===== src/rtl/core/chapter_virtual_to_physical_map_unit_defines.svh =====
// Assertion macros for the chapter virtual-to-physical map unit.
// Included by the RTL files that check their own logic; no other dependency.
`ifndef CHAPTER_VIRTUAL_TO_PHYSICAL_MAP_UNIT_DEFINES_SVH
`define CHAPTER_VIRTUAL_TO_PHYSICAL_MAP_UNIT_DEFINES_SVH
`ifndef SYNTHESIS
`define CV2P_ASSERT(lbl, clk, rst, prop) \
   lbl: assert property (@(posedge clk) disable iff (rst) prop) \
      else $error("assertion failed");
`define CV2P_ASSERT_ALWAYS(lbl, clk, prop) \
   lbl: assert property (@(posedge clk) prop) \
      else $error("assertion failed");
`else
`define CV2P_ASSERT(lbl, clk, rst, prop)
`define CV2P_ASSERT_ALWAYS(lbl, clk, prop)
`endif
`endif


===== src/rtl/core/cv2p_pkg.sv =====
// Shared types and constants of the chapter virtual-to-physical map unit.
// No dependencies.
`default_nettype none
package cv2p_pkg;
   localparam int ChapterWidth = 64;
   localparam int SlotWidth    = 16;
   localparam int CountWidth   = 17;
   localparam int RemWidth     = 16;
   localparam int ExpireWidth  = 2;
   localparam int CsrIdxWidth  = 2;
   localparam int ReqDataWidth = 3 * ChapterWidth;
   localparam int RspDataWidth = 24;

   localparam logic [CountWidth-1:0] MaxTotal   = 17'd65536;
   localparam logic [CountWidth-1:0] ResetTotal = 17'd1024;
   localparam logic [CountWidth-1:0] ResetDense = 17'd1024;

   localparam logic [CsrIdxWidth-1:0] RegTotal     = 2'd0;
   localparam logic [CsrIdxWidth-1:0] RegDense     = 2'd1;
   localparam logic [CsrIdxWidth-1:0] RegMovedVc   = 2'd2;
   localparam logic [CsrIdxWidth-1:0] RegMovedSlot = 2'd3;

   localparam logic [ExpireWidth-1:0] ExpireNone = 2'd0;
   localparam logic [ExpireWidth-1:0] ExpireOne  = 2'd1;
   localparam logic [ExpireWidth-1:0] ExpireTwo  = 2'd2;

   typedef struct packed {
      logic [CountWidth-1:0]   total;
      logic [CountWidth-1:0]   dense;
      logic [ChapterWidth-1:0] moved_vc;
      logic [SlotWidth-1:0]    moved_slot;
   } cfg_type;

   typedef struct packed {
      logic                   use_mod;
      logic [SlotWidth-1:0]   fixed_slot;
      logic                   has_sparse;
      logic                   query_sparse;
      logic [ExpireWidth-1:0] expire;
   } side_type;
endpackage
`default_nettype wire


===== src/rtl/core/cv2p_emit.sv =====
// Output stage: picks the remainder or the remapped slot and holds the word.
// Depends on cv2p_pkg.
`default_nettype none
module cv2p_emit #(
   parameter int SLOT_BITS = 16
) (
   input  wire logic                                clock,
   input  wire logic                                reset,
   input  wire logic                                up_valid,
   output logic                                     up_ready,
   input  wire logic [cv2p_pkg::RemWidth-1:0]       up_rem,
   input  wire cv2p_pkg::side_type                  up_side,
   output logic                                     rsp_valid,
   input  wire logic                                rsp_ready,
   output logic [cv2p_pkg::RspDataWidth-1:0]        rsp_data
);
   import cv2p_pkg::*;

   localparam logic [SlotWidth-1:0] SlotMask =
      (SLOT_BITS >= SlotWidth) ? {SlotWidth{1'b1}} : SlotWidth'((32'd1 << SLOT_BITS) - 32'd1);

   logic                    valid_ff, valid_in;
   logic [RspDataWidth-1:0] data_ff, data_in;
   logic [SlotWidth-1:0]    slot;

   assign up_ready = !valid_ff || rsp_ready;

   always_comb begin
      valid_in = up_ready ? up_valid : valid_ff;
      slot     = (up_side.use_mod ? up_rem : up_side.fixed_slot) & SlotMask;
      data_in  = {4'd0, up_side.expire, up_side.query_sparse, up_side.has_sparse, slot};
   end

   always_ff @(posedge clock) begin
      if (reset) begin
         valid_ff <= 1'b0;
      end else begin
         valid_ff <= valid_in;
      end
      if (up_ready && up_valid) begin
         data_ff <= data_in;
      end
   end

   assign rsp_valid = valid_ff;
   assign rsp_data  = data_ff;
endmodule
`default_nettype wire


===== config.mk =====
export PLATFORM = sky130hd
export DESIGN_NAME = cv2p_emit
export DESIGN_NICKNAME = d
export VERILOG_FILES = /design/src/rtl/core/chapter_virtual_to_physical_map_unit_defines.svh /design/src/rtl/core/cv2p_pkg.sv /design/src/rtl/core/cv2p_emit.sv
export SDC_FILE = /design/constraint.sdc
export NUM_CORES = 1
export LEC_CHECK = 0
export BUFFER_PORTS_ARGS = -buffer_cell sky130_fd_sc_hd__buf_2
export CORE_UTILIZATION = 41
export CTS_BUF_LIST = sky130_fd_sc_hd__clkbuf_4 sky130_fd_sc_hd__clkbuf_8
export CTS_CLUSTER_DIAMETER = 60
export DETAILED_ROUTE_END_ITERATION = 10
export PLACE_DENSITY = 0.85
export SLEW_MARGIN = 20
export SYNTH_ARGS = -nofsm -noshare
export SYNTH_HDL_FRONTEND = slang
export SYNTH_SLANG_ARGS = --single-unit

===== constraint.sdc =====
create_clock -name clock -period 1.8 [get_ports clock]
set_input_delay 0.18 -clock clock [delete_from_list [all_inputs] [get_ports clock]]
set_output_delay 0.18 -clock clock [all_outputs]
set_load 0.01 [all_outputs]

==> run metrics <==
initial antenna violation count 0; Final period util between 60% and 70%; Mean Syn Cell Area about 19 sq um; Hold Crit Class primary input to register; worst hold start reset; io pins 67; final hold vios 0; Final Max Tran Viols 0; Yosys warning count 0; ys async rst share 0%; hold path depth 2; die footprint 2450 sq um; placed instance area 1230 sq um; DRC 0; Starting Density between 40% and 50%; GR Overflow Total 0; Rows 16; FF-to-FF End rsp_data[5]$_DFFE_PP_; clock sink count 21; dominant cell type by area after synthesis edfxtp_1; average vias per placed instance 4.30; Bufs on Longest Clock Path 2; Via Count ~600; Fillers 179; Final TNS setup 0 ps; Worst R2R Start rsp_valid$_SDFFE_PP0P_; max_cap viols 0; hold_buf cts 0; routed wire length 1570 um; CTS buffer count 3; flops & latches, synth 21; Pre-antenna DRT Iters 2; core region area 2040 sq um; Root Driver clkbuf_4; Worst-path clk slew 100 ps; first-pass GRT wire length 2440 um; Avg WL per Cell 11.3 um; power per cell area 757 nW/um^2; H-Tree Depth 1; Seq/Total Area, Yosys 67.1%; combinational family with the most area after synthesis multiplexers; antenna-violating nets left 0; DP HPWL 1300 um; Critical Path Sink Type register; critical path arrival 1070 ps; Syn Std Cell Area 925 sq um; adder-cell share of the synthesized area 0%; die width 49.5 um; Max Clock Skew 2.51 ps; # setup viols final 0; Critical Path RT 1790 ps; Synth Area in Compound Gates 0.541%; IR drop worst, VDD 350 uV; multiplexer share of the synthesized area a little under a quarter; Max Freq roughly 0.9 GHz; Cells after Synth 48; outcome finished, final reports clean; GRT Util Overall 13.4%; synth unique cells 12; Post-synth EDFFs 20; Final Core Density 61.4%; CP Launch Type register; Post-Layout Inst Area roughly 1300 sq um; I/O Buffers 62; worst-skew pair later-pin latency 290 ps; largest net degree at the start of global routing 21; simple-gate share of the synthesized area around 1.4%; share of cells above drive strength 1 74.1%; Leakage 0.597 nW; WS Path Type register to register; Setup Fix Bufs, Post-CTS 0; most numerous cell in the Yosys netlist edfxtp_1; synth top area cells edfxtp_1, mux2_4, mux2_2; Reg2Reg Setup Slack approximately 700 ps; post-synth top area share 65.0%; Layout area overhead 35.6%; Worst Reg-to-Reg Cells 3; RSZ-0062 raised after global routing no; Min-Delay Endpoint rsp_valid$_SDFFE_PP0P_; Worst Hold Slack roughly 33 ps; DR iter-0 viols 4; top post-synthesis cells by count edfxtp_1, mux2_4, mux2_2, buf_4; CTS tree yes; fin crit period 1080 ps; vias in the first global route roughly 590; final net count ~150; Crit Path Max Fanout 20; diodes inserted 0; Die H 49.5 um; Final Wtd Congestion 0.587; post-synthesis xor/xnor area fraction 0%; CTS-repair resized insts 0; Top FF cell, synth edfxtp_1
-- routing by layer --
layer  wire, um  vias to the layer above  track usage, %
met3        149                        2            3.09
met5          0                        -               0
met4         14                        0            6.67
met1        540                      257            13.5
li1           -                      299               -
met2        869                       40            25.6
-- cell families (layout without fill, tap and decap cells) --
kind of cell | after synthesis | after routing
multiplexers | 16 | 16
AO/OA/AOI/OAI | 1 | 1
flip-flops | 21 | 21
buffers and inverters | 7 | 68
AND/OR/NAND/NOR | 2 | 2
other | 1 | 4
-- cell usage in the layout, fill, tap and decap left out --
| master | Yosys | layout |
|---|---|---|
| a21oi_1 | 1 | 1 |
| and2_1 | 1 | 1 |
| buf_2 | 0 | 62 |
| buf_4 | 4 | 1 |
| clkbuf_4 | 0 | 3 |
| clkinv_2 | 0 | 1 |
| conb_1 | 1 | 4 |
| dfxtp_1 | 1 | 1 |
| edfxtp_1 | 20 | 20 |
| inv_1 | 1 | 1 |
| mux2_2 | 6 | 6 |
| mux2_4 | 10 | 10 |
| nand2b_1 | 1 | 1 |
-- sequential cells by signal (all words and copies together), names as in the netlist --
name,cells
rsp_valid,1
rsp_data,20
-- through the flow --
stage / total power (W) / worst slack, ps / cells
6_report: 0.000949 / 715 / 139
3_5_place_dp: 0.000755 / 573 / 135
3_3_place_gp: 0.000747 / 611 / 135
4_1_cts: 0.000960 / 703 / 139
5_1_grt: 0.000994 / 603 / 139
2_1_floorplan: 0.000688 / 384 / 51
-- worst max-delay path: stages (launching register included) --
cell and delay (ps):
dfxtp_1 320, nand2b_1 90, and2_1 130, buf_4 240
-- power breakdown --
part / total [W] / internal [W] / switching (W)
clock: 0.000209 / 0.0000825 / 0.000127
combinational: 0.000159 / 0.0000898 / 0.0000689
sequential: 0.000582 / 0.000575 / 0.00000688
total: 0.000949 / 0.000747 / 0.000202
-- cell type report --
class	instances	area, sq um	area share (%)
Clock inverter	1	5.00	0.399
Tap cell	27	33.8	2.69
Clock buffer	3	22.5	1.80
Multi-Input combinational cell	23	250	20.0
Timing Repair Buffer	63	318	25.3
Sequential cell	21	621	49.5
Inverter	1	3.75	0.299
-- how the worst max path moves through the flow --
stage / from / to / depth (start not counted)
6_report: rsp_valid$_SDFFE_PP0P_ / rsp_data[5]$_DFFE_PP_ / 3
5_1_grt: rsp_valid$_SDFFE_PP0P_ / rsp_data[12]$_DFFE_PP_ / 3
4_1_cts: rsp_valid$_SDFFE_PP0P_ / rsp_data[2]$_DFFE_PP_ / 3
3_5_place_dp: up_side[20] / rsp_data[13]$_DFFE_PP_ / 2
3_3_place_gp: up_side[20] / rsp_data[0]$_DFFE_PP_ / 2
2_1_floorplan: rsp_valid$_SDFFE_PP0P_ / rsp_data[0]$_DFFE_PP_ / 2
Power figures use the tool's default switching activity.
