File: src/rtl/core/chapter_virtual_to_physical_map_unit_defines.svh
// Assertion macros for the chapter virtual-to-physical map unit.
// Included by the RTL files that check their own logic; no other dependency.
`ifndef CHAPTER_VIRTUAL_TO_PHYSICAL_MAP_UNIT_DEFINES_SVH
`define CHAPTER_VIRTUAL_TO_PHYSICAL_MAP_UNIT_DEFINES_SVH
`ifndef SYNTHESIS
`define CV2P_ASSERT(lbl, clk, rst, prop) \
   lbl: assert property (@(posedge clk) disable iff (rst) prop) \
      else $error("assertion failed");
`define CV2P_ASSERT_ALWAYS(lbl, clk, prop) \
   lbl: assert property (@(posedge clk) prop) \
      else $error("assertion failed");
`else
`define CV2P_ASSERT(lbl, clk, rst, prop)
`define CV2P_ASSERT_ALWAYS(lbl, clk, prop)
`endif
`endif

File: src/rtl/core/cv2p_pkg.sv
// Shared types and constants of the chapter virtual-to-physical map unit.
// No dependencies.
`default_nettype none
package cv2p_pkg;
   localparam int ChapterWidth = 64;
   localparam int SlotWidth    = 16;
   localparam int CountWidth   = 17;
   localparam int RemWidth     = 16;
   localparam int ExpireWidth  = 2;
   localparam int CsrIdxWidth  = 2;
   localparam int ReqDataWidth = 3 * ChapterWidth;
   localparam int RspDataWidth = 24;

   localparam logic [CountWidth-1:0] MaxTotal   = 17'd65536;
   localparam logic [CountWidth-1:0] ResetTotal = 17'd1024;
   localparam logic [CountWidth-1:0] ResetDense = 17'd1024;

   localparam logic [CsrIdxWidth-1:0] RegTotal     = 2'd0;
   localparam logic [CsrIdxWidth-1:0] RegDense     = 2'd1;
   localparam logic [CsrIdxWidth-1:0] RegMovedVc   = 2'd2;
   localparam logic [CsrIdxWidth-1:0] RegMovedSlot = 2'd3;

   localparam logic [ExpireWidth-1:0] ExpireNone = 2'd0;
   localparam logic [ExpireWidth-1:0] ExpireOne  = 2'd1;
   localparam logic [ExpireWidth-1:0] ExpireTwo  = 2'd2;

   typedef struct packed {
      logic [CountWidth-1:0]   total;
      logic [CountWidth-1:0]   dense;
      logic [ChapterWidth-1:0] moved_vc;
      logic [SlotWidth-1:0]    moved_slot;
   } cfg_type;

   typedef struct packed {
      logic                   use_mod;
      logic [SlotWidth-1:0]   fixed_slot;
      logic                   has_sparse;
      logic                   query_sparse;
      logic [ExpireWidth-1:0] expire;
   } side_type;
endpackage
`default_nettype wire

File: src/rtl/core/cv2p_cell.sv
// One remainder cell: folds in one dividend bit and reduces by the slot count.
// Depends on cv2p_pkg and the assertion macro header.
`default_nettype none
`include "chapter_virtual_to_physical_map_unit_defines.svh"
module cv2p_cell #(
   parameter int CHAPTER_NUMBER_BITS = 64
) (
   input  wire logic                               clock,
   input  wire logic                               reset,
   input  wire logic [cv2p_pkg::CountWidth-1:0]    total,
   input  wire logic                               up_valid,
   output logic                                    up_ready,
   input  wire logic [CHAPTER_NUMBER_BITS-1:0]     up_x,
   input  wire logic [cv2p_pkg::RemWidth-1:0]      up_rem,
   input  wire cv2p_pkg::side_type                 up_side,
   output logic                                    dn_valid,
   input  wire logic                               dn_ready,
   output logic [CHAPTER_NUMBER_BITS-1:0]          dn_x,
   output logic [cv2p_pkg::RemWidth-1:0]           dn_rem,
   output cv2p_pkg::side_type                      dn_side
);
   import cv2p_pkg::*;

   localparam int Cnb = CHAPTER_NUMBER_BITS;

   logic                  valid_ff, valid_in;
   logic [Cnb-1:0]        x_ff, x_in;
   logic [RemWidth-1:0]   rem_ff, rem_in;
   side_type              side_ff;
   logic [CountWidth-1:0] shifted, reduced;

   assign up_ready = !valid_ff || dn_ready;

   always_comb begin
      valid_in = up_ready ? up_valid : valid_ff;
      shifted  = {up_rem, up_x[Cnb-1]};
      reduced  = shifted - total;
      rem_in   = (shifted >= total) ? reduced[RemWidth-1:0] : shifted[RemWidth-1:0];
      x_in     = up_x << 1;
   end

   always_ff @(posedge clock) begin
      if (reset) begin
         valid_ff <= 1'b0;
      end else begin
         valid_ff <= valid_in;
      end
      if (up_ready && up_valid) begin
         x_ff    <= x_in;
         rem_ff  <= rem_in;
         side_ff <= up_side;
      end
   end

   assign dn_valid = valid_ff;
   assign dn_x     = x_ff;
   assign dn_rem   = rem_ff;
   assign dn_side  = side_ff;

   `CV2P_ASSERT(a_cell_hold_valid, clock, reset, valid_ff && !dn_ready |=> valid_ff)
   `CV2P_ASSERT(a_cell_hold_data, clock, reset,
      valid_ff && !dn_ready |=> $stable(rem_ff) && $stable(side_ff))
   `CV2P_ASSERT(a_cell_rem_below_total, clock, reset, valid_ff |-> CountWidth'(rem_ff) < total)
endmodule
`default_nettype wire

File: config.mk
export PLATFORM = sky130hd
export DESIGN_NAME = cv2p_cell
export DESIGN_NICKNAME = d
export VERILOG_FILES = /design/src/rtl/core/cv2p_pkg.sv /design/src/rtl/core/cv2p_cell.sv
export VERILOG_INCLUDE_DIRS = /design/src /design/src/rtl/core
export SDC_FILE = /design/constraint.sdc
export NUM_CORES = 1
export LEC_CHECK = 0
export ABC_AREA = 1
export BUFFER_PORTS_ARGS = -buffer_cell sky130_fd_sc_hd__buf_2
export CAP_MARGIN = 15
export CORE_MARGIN = 2
export CORE_UTILIZATION = 46
export DETAILED_ROUTE_END_ITERATION = 8
export PLACE_DENSITY = 0.81
export REMOVE_ABC_BUFFERS = 1
export SYNTH_ARGS = -nofsm -noshare
export SYNTH_HDL_FRONTEND = slang
export SYNTH_SLANG_ARGS = --single-unit
File: constraint.sdc
create_clock -name clock -period 7.7 [get_ports clock]
set_clock_uncertainty 0.1 [all_clocks]
set_input_delay 0.77 -clock clock [delete_from_list [all_inputs] [get_ports clock]]
set_output_delay 0.77 -clock clock [all_outputs]
set_load 0.005 [all_outputs]
==> metrics.md <==
| Metric | Value |
|---|---|
| Startpoint types | `primary input` |
| DRC | `0` |
| Clock Power Share | `30.2%` |
| Top cell type's share of synthesized area | `67.1%` |
| Crit. Startpoint | `total[10]` |
| Die Y | `103 microns` |
| Commonest non-fill, non-tap cells in the layout | `buf_2, nand2_1, edfxtp_1` |
| Synthesized flop and latch total | `101` |
| YS warnings | `0` |
| Post-detail-place hpwl | `8930 microns` |
| 1st-iter DRT viols | `107` |
| Design area | `5970 sq um` |
| CTS Buffer Depth | `2` |
| Fin crit period | `2.53 ns` |
| Worst setup endpoint | `dn_rem[15]` |
| Clock Sinks | `101` |
| Final Net Count | `755` |
| DR pass1 iterations | `4` |
| Commonest non-fill, non-tap cell in the layout | `buf_2` |
| Post-CTS setup buffers | `0` |
| Area Growth Syn to Fin | `33.4%` |
| Final worst-path cycle share | `32.8%` |
| DR vias | `3,450` |
| Initial antenna violation count | `3` |
| Num CTS Buffers | `9` |
| Io pins | `225` |
| CP Capture Type | `register` |
| Layout cell share with drive strength beyond 1 | `42.9%` |
| Switching share of power | `25.3%` |
| GP Congestion | `0.886` |
| All-Layer GR Usage | `20.6%` |
| Die X | `103 microns` |
| Largest net degree at the start of global routing | `55` |
| Vias in the first global route | `3,387` |
| Final setup vio count | `0` |
| Slew margin rel. | `53.2%` |
| Min-Delay Startpoint | `dn_valid` |
| Seq pwr share | `53.5%` |
| Combinational power share | `16.3%` |
| R2r endpoint | `dn_x[26]` |
| Setup slack, reg-to-reg | `6.11 ns` |
| Final hold viol count | `0` |
| Average cell area after synthesis | `11.7 sq um` |
| Synthesized instance count | `383` |
| RSZ-0062 raised after global routing | `no` |
| Sequential element share of the synthesized area | `67.5%` |
| CTS tree | `built` |
| Starting Density | `46.7%` |
| Filler instances | `821` |
| Yosys cell types | `27` |
| Mapped Area | `4480 sq um` |
| Yosys top cell by area | `edfxtp_1` |
| Root cell of the clock tree | `clkbuf_8` |
| PD cells | `206 nW/um^2` |
| Post-DRT Antenna Nets | `0` |
| Worst slew pin tran | `0.702 ns` |
| Static leakage | `2.99 nW` |
| Num rows | `36` |
| PortBufs | `223` |
| FF-to-FF path depth | `2` |
| Final Max Tran Viols | `0` |
| H-tree Lvls | `3` |
| Die area | `10,500 sq um` |
| GR Overflow Total | `0` |
| Worst EP arrival | `2.55 ns` |
| Cts repair resizes | `0` |
| Final wirelength | `11,300 microns` |
| Final setup TNS | `0 ns` |
| Drt wl/cell | `14.9 microns` |
| Int Power | `0.920 mW` |
| Max Fclk | `396 MHz` |
| # hold bufs at CTS | `0` |
| Post-DP Area | `5740 sq um` |
| Net Switching | `0.312 mW` |
| CP required | `7.72 ns` |
| First-pass GRT wire length | `16,000 microns` |
| Worst Hold Class | `register to register` |
| Crit Path Category | `primary input to register` |
| Vias per inst | `4.56` |
| Max cap viols | `0` |
| FF-to-FF Start | `dn_valid` |
| Status | `finished clean` |
| CORE AREA | `9590 sq um` |
| VDD IR max | `0.102 mV` |
| CP max FO | `17` |
| Reg clk slew, reported paths | `0.10 ns` |
| Synth top area cells | `edfxtp_1, nand2_1, inv_1, ha_1, nand3_1` |
| Worst-Skew Late Latency | `0.36 ns` |
through the flow:
step	hold slack [ns]	instances	power (mW)	setup WS, ns	utilization [%]
final	0.430	756	1.23	5.17	62.2
after global routing	0.425	756	1.29	5.04	62.2
after CTS	0.421	753	1.24	5.20	62.2
after detailed placement	0.418	737	0.874	4.79	59.9
after global placement	0.410	737	0.866	4.85	59.9
after floorplan	0.407	379	0.785	1.37	-
how the worst min path moves through the flow:
stage | slack [ns] | cells after the start | end
CTS | 0.42 | 2 | dn_valid
finish | 0.43 | 2 | dn_valid
floorplan | 0.41 | 2 | dn_valid
detailed placement | 0.42 | 2 | dn_valid
global placement | 0.41 | 2 | dn_valid
global route | 0.43 | 2 | dn_valid
cells by family (layout without fill, tap and decap cells):
kind of cell | count (synthesis) | in the layout | share of synthesized area (%)
simple gates | 177 | 177 | 18.2
flops | 101 | 101 | 67.5
buf+inv | 69 | 306 | 6.40
fa+ha+maj | 18 | 18 | 5.20
compound gates | 10 | 10 | 1.20
xor+xnor | 7 | 7 | 1.37
other cells | 1 | 4 | 0.0838
sequential cells by signal, indices dropped and copies added (netlist names):
name      count
dn_valid      1
dn_rem       16
dn_x         63
dn_side      21
cell type report:
| cell class | instances | area (sq um) | area share [%] |
|---|---|---|---|
| clock inverter | 7 | 97.6 | 1.63 |
| inverter | 65 | 244 | 4.09 |
| tap | 133 | 166 | 2.79 |
| clock buffer | 9 | 124 | 2.07 |
| timing repair buffer | 225 | 1130 | 18.9 |
| sequential | 101 | 3020 | 50.6 |
| multi-input combinational | 213 | 1180 | 19.7 |
| antenna | 3 | 7.51 | 0.126 |
cell usage after synthesis, drive strengths merged:
master / n
xor2: 5
a21oi: 9
conb: 1
buf: 4
dfxtp: 1
xnor2: 2
nor2: 15
edfxtp: 100
nand2: 125
nand4: 3
fa: 1
ha: 17
o21ai: 1
and2: 1
or2: 1
inv: 65
nand3: 29
nor3: 3
power groups by stage:
stage | registers, mW | clock network (mW) | logic, mW
6_report | 0.659 | 0.373 | 0.201
5_1_grt | 0.663 | 0.397 | 0.229
4_1_cts | 0.660 | 0.378 | 0.203
3_5_place_dp | 0.672 | 0 | 0.202
3_3_place_gp | 0.671 | 0 | 0.196
2_1_floorplan | 0.683 | 0 | 0.102
layer usage:
metal | global-route usage [%] | wire (microns) | vias to the layer above
met5 | 0 | 0 | -
met4 | 8.72 | 297 | 0
met3 | 5.49 | 758 | 24
met2 | 39.0 | 6180 | 149
met1 | 21.3 | 4050 | 1553
li1 | - | - | 1724
critical path, stage by stage:
cell,delay [ns]
buf_2,0.08
inv_1,0.04
ha_1,0.35
nand2_1,0.10
nand2_1,0.06
nand2_1,0.06
nand2_1,0.06
nand2_1,0.05
nand2_1,0.08
nor2_4,0.41
nand2_4,0.28
nand2_1,0.13
nand2_1,0.06
Power figures use the tool's default switching activity.
