File: config.mk
export PLATFORM = sky130hd
export DESIGN_NAME = cv2p_front
export DESIGN_NICKNAME = d
export VERILOG_FILES = /design/src/rtl/core/chapter_virtual_to_physical_map_unit_defines.svh /design/src/rtl/core/cv2p_pkg.sv /design/src/rtl/core/cv2p_front.sv
export SDC_FILE = /design/constraint.sdc
export NUM_CORES = 2
export LEC_CHECK = 0
export BUFFER_PORTS_ARGS = -buffer_cell sky130_fd_sc_hd__clkbuf_2
export CAP_MARGIN = 10
export CELL_PAD_IN_SITES_DETAIL_PLACEMENT = 0
export CELL_PAD_IN_SITES_GLOBAL_PLACEMENT = 1
export CORE_UTILIZATION = 43
export CTS_CLUSTER_DIAMETER = 30
export DETAILED_ROUTE_END_ITERATION = 7
export GPL_ROUTABILITY_DRIVEN = 0
export PLACE_DENSITY_LB_ADDON = 0.1
export SYNTH_ARGS = -nofsm -noshare
export SYNTH_HDL_FRONTEND = slang
export SYNTH_SLANG_ARGS = --single-unit
export TNS_END_PERCENT = 30
File: constraint.sdc
create_clock -name clock -period 12.2 [get_ports clock]
set_input_delay 0.61 -clock clock [delete_from_list [all_inputs] [get_ports clock]]
set_output_delay 0.61 -clock clock [all_outputs]
set_load 0.01 [all_outputs]
File: src/rtl/core/chapter_virtual_to_physical_map_unit_defines.svh
// Assertion macros for the chapter virtual-to-physical map unit.
// Included by the RTL files that check their own logic; no other dependency.
`ifndef CHAPTER_VIRTUAL_TO_PHYSICAL_MAP_UNIT_DEFINES_SVH
`define CHAPTER_VIRTUAL_TO_PHYSICAL_MAP_UNIT_DEFINES_SVH
`ifndef SYNTHESIS
`define CV2P_ASSERT(lbl, clk, rst, prop) \
   lbl: assert property (@(posedge clk) disable iff (rst) prop) \
      else $error("assertion failed");
`define CV2P_ASSERT_ALWAYS(lbl, clk, prop) \
   lbl: assert property (@(posedge clk) prop) \
      else $error("assertion failed");
`else
`define CV2P_ASSERT(lbl, clk, rst, prop)
`define CV2P_ASSERT_ALWAYS(lbl, clk, prop)
`endif
`endif

File: src/rtl/core/cv2p_pkg.sv
// Shared types and constants of the chapter virtual-to-physical map unit.
// No dependencies.
`default_nettype none
package cv2p_pkg;
   localparam int ChapterWidth = 64;
   localparam int SlotWidth    = 16;
   localparam int CountWidth   = 17;
   localparam int RemWidth     = 16;
   localparam int ExpireWidth  = 2;
   localparam int CsrIdxWidth  = 2;
   localparam int ReqDataWidth = 3 * ChapterWidth;
   localparam int RspDataWidth = 24;

   localparam logic [CountWidth-1:0] MaxTotal   = 17'd65536;
   localparam logic [CountWidth-1:0] ResetTotal = 17'd1024;
   localparam logic [CountWidth-1:0] ResetDense = 17'd1024;

   localparam logic [CsrIdxWidth-1:0] RegTotal     = 2'd0;
   localparam logic [CsrIdxWidth-1:0] RegDense     = 2'd1;
   localparam logic [CsrIdxWidth-1:0] RegMovedVc   = 2'd2;
   localparam logic [CsrIdxWidth-1:0] RegMovedSlot = 2'd3;

   localparam logic [ExpireWidth-1:0] ExpireNone = 2'd0;
   localparam logic [ExpireWidth-1:0] ExpireOne  = 2'd1;
   localparam logic [ExpireWidth-1:0] ExpireTwo  = 2'd2;

   typedef struct packed {
      logic [CountWidth-1:0]   total;
      logic [CountWidth-1:0]   dense;
      logic [ChapterWidth-1:0] moved_vc;
      logic [SlotWidth-1:0]    moved_slot;
   } cfg_type;

   typedef struct packed {
      logic                   use_mod;
      logic [SlotWidth-1:0]   fixed_slot;
      logic                   has_sparse;
      logic                   query_sparse;
      logic [ExpireWidth-1:0] expire;
   } side_type;
endpackage
`default_nettype wire

File: src/rtl/core/cv2p_front.sv
// Front stages: chapter differences, then classification and modulo operand.
// Depends on cv2p_pkg.
`default_nettype none
module cv2p_front #(
   parameter int CHAPTER_NUMBER_BITS = 64
) (
   input  wire logic                                 clock,
   input  wire logic                                 reset,
   input  wire cv2p_pkg::cfg_type                    cfg,
   input  wire logic                                 in_valid,
   output logic                                      in_ready,
   input  wire logic [cv2p_pkg::ChapterWidth-1:0]    in_query,
   input  wire logic [cv2p_pkg::ChapterWidth-1:0]    in_oldest,
   input  wire logic [cv2p_pkg::ChapterWidth-1:0]    in_newest,
   output logic                                      out_valid,
   input  wire logic                                 out_ready,
   output logic [CHAPTER_NUMBER_BITS-1:0]            out_x,
   output cv2p_pkg::side_type                        out_side
);
   import cv2p_pkg::*;

   localparam int Cnb = CHAPTER_NUMBER_BITS;

   logic           a_valid_ff, a_valid_in, a_ready;
   logic [Cnb-1:0] a_q_ff, a_n_ff, a_dup_ff, a_ddn_ff, a_span_ff, a_qd_ff, a_old_ff, a_mvmp_ff;
   logic [Cnb-1:0] a_dup_in, a_ddn_in, a_span_in, a_qd_in, a_old_in, a_mvmp_in;
   logic           a_gt_ff, a_eq_ff, a_nlt_ff, a_gt_in, a_eq_in, a_nlt_in;
   logic [Cnb-1:0] q, o, n, mv, mp;

   logic           b_valid_ff, b_valid_in, b_ready;
   logic [Cnb-1:0] b_x_ff, b_x_in;
   side_type       b_side_ff, b_side_in;

   assign q  = in_query[Cnb-1:0];
   assign o  = in_oldest[Cnb-1:0];
   assign n  = in_newest[Cnb-1:0];
   assign mv = cfg.moved_vc[Cnb-1:0];
   assign mp = Cnb'(cfg.moved_slot);

   assign b_ready  = !b_valid_ff || out_ready;
   assign a_ready  = !a_valid_ff || b_ready;
   assign in_ready = a_ready;

   always_comb begin
      a_valid_in = a_ready ? in_valid : a_valid_ff;
      a_gt_in    = q > mv;
      a_eq_in    = q == mv;
      a_dup_in   = q - mv;
      a_ddn_in   = mv - q;
      a_span_in  = n - o + Cnb'(1);
      a_qd_in    = q + Cnb'(cfg.dense);
      a_nlt_in   = 64'(n) < 64'(cfg.total);
      a_old_in   = n - Cnb'(cfg.total);
      a_mvmp_in  = mv + mp;
   end

   always_ff @(posedge clock) begin
      if (reset) begin
         a_valid_ff <= 1'b0;
      end else begin
         a_valid_ff <= a_valid_in;
      end
      if (a_ready && in_valid) begin
         a_q_ff    <= q;
         a_n_ff    <= n;
         a_gt_ff   <= a_gt_in;
         a_eq_ff   <= a_eq_in;
         a_dup_ff  <= a_dup_in;
         a_ddn_ff  <= a_ddn_in;
         a_span_ff <= a_span_in;
         a_qd_ff   <= a_qd_in;
         a_nlt_ff  <= a_nlt_in;
         a_old_ff  <= a_old_in;
         a_mvmp_ff <= a_mvmp_in;
      end
   end

   always_comb begin
      logic moved;
      moved      = cfg.moved_slot != '0;
      b_valid_in = b_ready ? a_valid_ff : b_valid_ff;
      b_x_in     = a_q_ff;
      b_side_in  = '0;
      priority if (!moved) begin
         b_side_in.use_mod = 1'b1;
      end else if (a_gt_ff) begin
         b_x_in = a_dup_ff;
         if (64'(a_dup_ff) > 64'(cfg.moved_slot)) begin
            b_side_in.use_mod = 1'b1;
         end else begin
            b_side_in.fixed_slot = a_dup_ff[SlotWidth-1:0] - 16'd1;
         end
      end else if (a_eq_ff) begin
         b_side_in.fixed_slot = cfg.moved_slot;
      end else if (64'(a_ddn_ff) < 64'(cfg.total)) begin
         b_side_in.fixed_slot = SlotWidth'(cfg.total - 17'(a_ddn_ff));
      end else begin
         b_side_in.fixed_slot = '0;
      end
      b_side_in.has_sparse   = (cfg.dense < cfg.total) && (64'(a_span_ff) > 64'(cfg.dense));
      b_side_in.query_sparse = b_side_in.has_sparse && (a_qd_ff <= a_n_ff);
      priority if (a_nlt_ff) begin
         b_side_in.expire = ExpireNone;
      end else if (moved && a_old_ff == mv) begin
         b_side_in.expire = ExpireTwo;
      end else if (moved && a_old_ff == a_mvmp_ff) begin
         b_side_in.expire = ExpireNone;
      end else begin
         b_side_in.expire = ExpireOne;
      end
   end

   always_ff @(posedge clock) begin
      if (reset) begin
         b_valid_ff <= 1'b0;
      end else begin
         b_valid_ff <= b_valid_in;
      end
      if (b_ready && a_valid_ff) begin
         b_x_ff    <= b_x_in;
         b_side_ff <= b_side_in;
      end
   end

   assign out_valid = b_valid_ff;
   assign out_x     = b_x_ff;
   assign out_side  = b_side_ff;
endmodule
`default_nettype wire

==> run_results.csv <==
group,metric,value,unit
clock_network,cts_resized,0,
yosys,async_flop_share,0,
drt,drt_iter0_markers,3066,
yosys,synth-seq-cells,601,
timing,finClkSkew,27.0,ps
floorplanning,rows,114,
clock_network,post-cts-setup-buffers,0,
timing,worst_slew_pin_slew,977,ps
floorplanning,fp.coreArea,96700,µm²
yosys,synth_area,42000,µm²
placed_design,pre_cts_ws,7520,ps
yosys,syn_inst,4073,
setup_path,arrival,4420,ps
clock_network,clock_path_buffers,3,
floorplanning,die_x,315,µm
global_routing,grt-ovfl-total,0,
clock_network,cts_buffers,138,
timing,post-route-period-util,0.335,
clock_network,cts_tree,"yes",
floorplanning,fp.dieArea,99000,µm²
placed_design,place_inst,5661,
global_routing,grt_pass1_vias,32207,
drt,via_per_inst,5.62,
min_path,worstHoldStart,"reset",
clock_network,holdBufCountCts,0,
pwr,powerDensity,160,nW/µm²
final_layout,final_cells,5923,
final_layout,drive_above_1_share,0.163,
yosys,ys.flop_type,"edfxtp_1",
timing,fin_crit,4090,ps
global_routing,grt_max_degree,156,
clock_network,cts_root_buf,"clkbuf_16",
setup_path,reg2reg_from,"out_valid",
placed_design,portBuffers,396,
pwr,ir_worst_vdd,0.122,mV
setup_path,crit_start,"out_valid",
timing,setup_slack,8110,ps
setup_path,crit_fanout,71,
drt,drtPass1Iterations,6,
timing,finalSetupTns,0,ps
global_routing,antenna_found_initial,16,
drt,routed_wl,145000,µm
yosys,synth_fp_nets,4838,
timing,max_freq,0.245,GHz
run,drv_cap,0,
final_layout,nNetsFinal,5290,
timing,rsz0062_at_grt,"no",
global_routing,grtUsageTotal,0.289,
yosys,netlist-cell-type-count,81,
final_layout,area_growth,19.5,%
yosys,synth_seq_area_share,0.429,
yosys,synth_edf_count,599,
setup_path,start_kind,"register",
clock_network,cts.clk_slew.worst_paths,40,ps
placed_design,hpwl,118000,µm
timing,slew_headroom,0.347,
floorplanning,initial_utilization,0.435,
yosys,synth_area_leaders,"edfxtp_1, ha_1, xnor2_1, xor2_1, a21oi_1",
setup_path,worstSetupEndpointType,"register",
clock_network,cts_max_level,4,
timing,slew_viol_final,0,
outcome,outcome,"completed",
yosys,synth.avg_cell_area,10.3,µm²
min_path,hold_path.class,"in2reg",
drt,num_vias,33292,
timing,hold_violations,0,
pwr,leakagePower,0.0213,µW
yosys,yosysWarningCount,0,
yosys,synth_top_area_frac,0.428,
drt,route.detailed.drc,0,
global_routing,grt_pass1_wl,209000,µm
yosys,synth_most_common_cell,"edfxtp_1",
timing,setup_viol_count_final,0,
yosys,synth_commonest_cells,"edfxtp_1, ha_1, inv_1",
clock_network,cts.sinks,601,
drt,wl_per_cell,24.5,µm
clock_network,clkLatencyLatePin,730,ps
setup_path,critPathRequiredTime,12530,ps
floorplanning,pin_count,397,
drt,ant_nets,0,
floorplanning,die_h,315,µm
yosys,yosys.area.top_type,"edfxtp_1",
setup_path,crit_type,"reg2reg",
-- path summary, 6_finish.rpt --
path	endpoint	slack, ps	depth (start not counted)
worst min register to register	out_valid	510	2
worst max-delay path	a_span_ff[0]	8110	6
worst max register to register	a_span_ff[0]	8110	6
worst min-delay path	out_valid	60	2
-- registers in the layout, summed over array words and instances (netlist names), 21 cells and up --
| name | flops |
|---|---|
| a_old_ff | 64 |
| a_dup_ff | 64 |
| a_mvmp_ff | 64 |
| a_n_ff | 64 |
| out_side | 21 |
| a_ddn_ff | 63 |
| out_x | 64 |
| a_span_ff | 64 |
| a_q_ff | 64 |
| a_qd_ff | 64 |
-- cell usage in the layout (no fill, tap or decap), types with 40 or more instances in the layout --
| master | netlist | layout |
|---|---|---|
| nand4_1 | 104 | 104 |
| o21ai_0 | 170 | 170 |
| edfxtp_1 | 599 | 599 |
| ha_1 | 448 | 448 |
| clkbuf_2 | 1 | 396 |
| mux2_2 | 65 | 65 |
| nand3_1 | 57 | 57 |
| nor4_1 | 104 | 104 |
| a21oi_1 | 336 | 336 |
| a21o_1 | 147 | 147 |
| inv_1 | 388 | 388 |
| nor3_1 | 91 | 91 |
| nor2_1 | 225 | 225 |
| o21bai_1 | 71 | 71 |
| nand2_1 | 198 | 198 |
| xnor2_1 | 308 | 308 |
| clkbuf_16 | 0 | 140 |
| xor2_1 | 203 | 203 |
| o21a_1 | 40 | 40 |
-- critical path, stage by stage, from the launching register on --
cell and delay (ps):
dfxtp_1 300, nor2b_1 180, nand2_1 100, and2_4 590
buf_4 720, buf_4 760, buf_4 850
-- report_power, final --
group | leakage (µW) | switching (µW) | total, µW | internal, µW
logic | 0.0131 | 974 | 1540 | 569
registers | 0.00584 | 106 | 2660 | 2560
clock network | 0.00234 | 1290 | 3840 | 2550
-- metrics by stage --
step,total power (µW),area (µm²),utilization,hold WS (ps)
3_5_place_dp,4210,45400,0.469,502
3_3_place_gp,4210,45400,0.469,506
2_1_floorplan,3660,42000,-,478
5_1_grt,8340,50200,0.519,49.4
4_1_cts,8070,50200,0.519,30.7
6_report,8050,50200,0.519,62.4
-- cell type report --
| type | count | area, µm² |
|---|---|---|
| fill | 8906 | 46500 |
| multi-input combinational | 2982 | 22200 |
| sequential | 601 | 18000 |
| clock buffer | 147 | 3530 |
| timing repair buffer | 412 | 2110 |
| tap | 1276 | 1600 |
| inverter | 390 | 1460 |
| clock inverter | 108 | 1310 |
| antenna | 7 | 17.5 |
-- logic make-up after synthesis --
| kind of cell | Yosys count | share of synthesized area |
|---|---|---|
| AOI/OAI and AO/OA | 971 | 0.146 |
| xor gates and xnor gates | 511 | 0.106 |
| adders and majority gates | 455 | 0.137 |
| buffers and inverters | 490 | 0.0441 |
| DFF | 601 | 0.429 |
| muxes | 65 | 0.0174 |
| and+or+nand+nor | 980 | 0.120 |
-- routing by layer --
| metal | track usage | wire length [µm] |
|---|---|---|
| met1 | 0.420 | 67800 |
| met2 | 0.415 | 60400 |
| met3 | 0.0575 | 10900 |
| met4 | 0.124 | 5830 |
| met5 | 0 | 92 |
(Power assumes the default switching activity.)
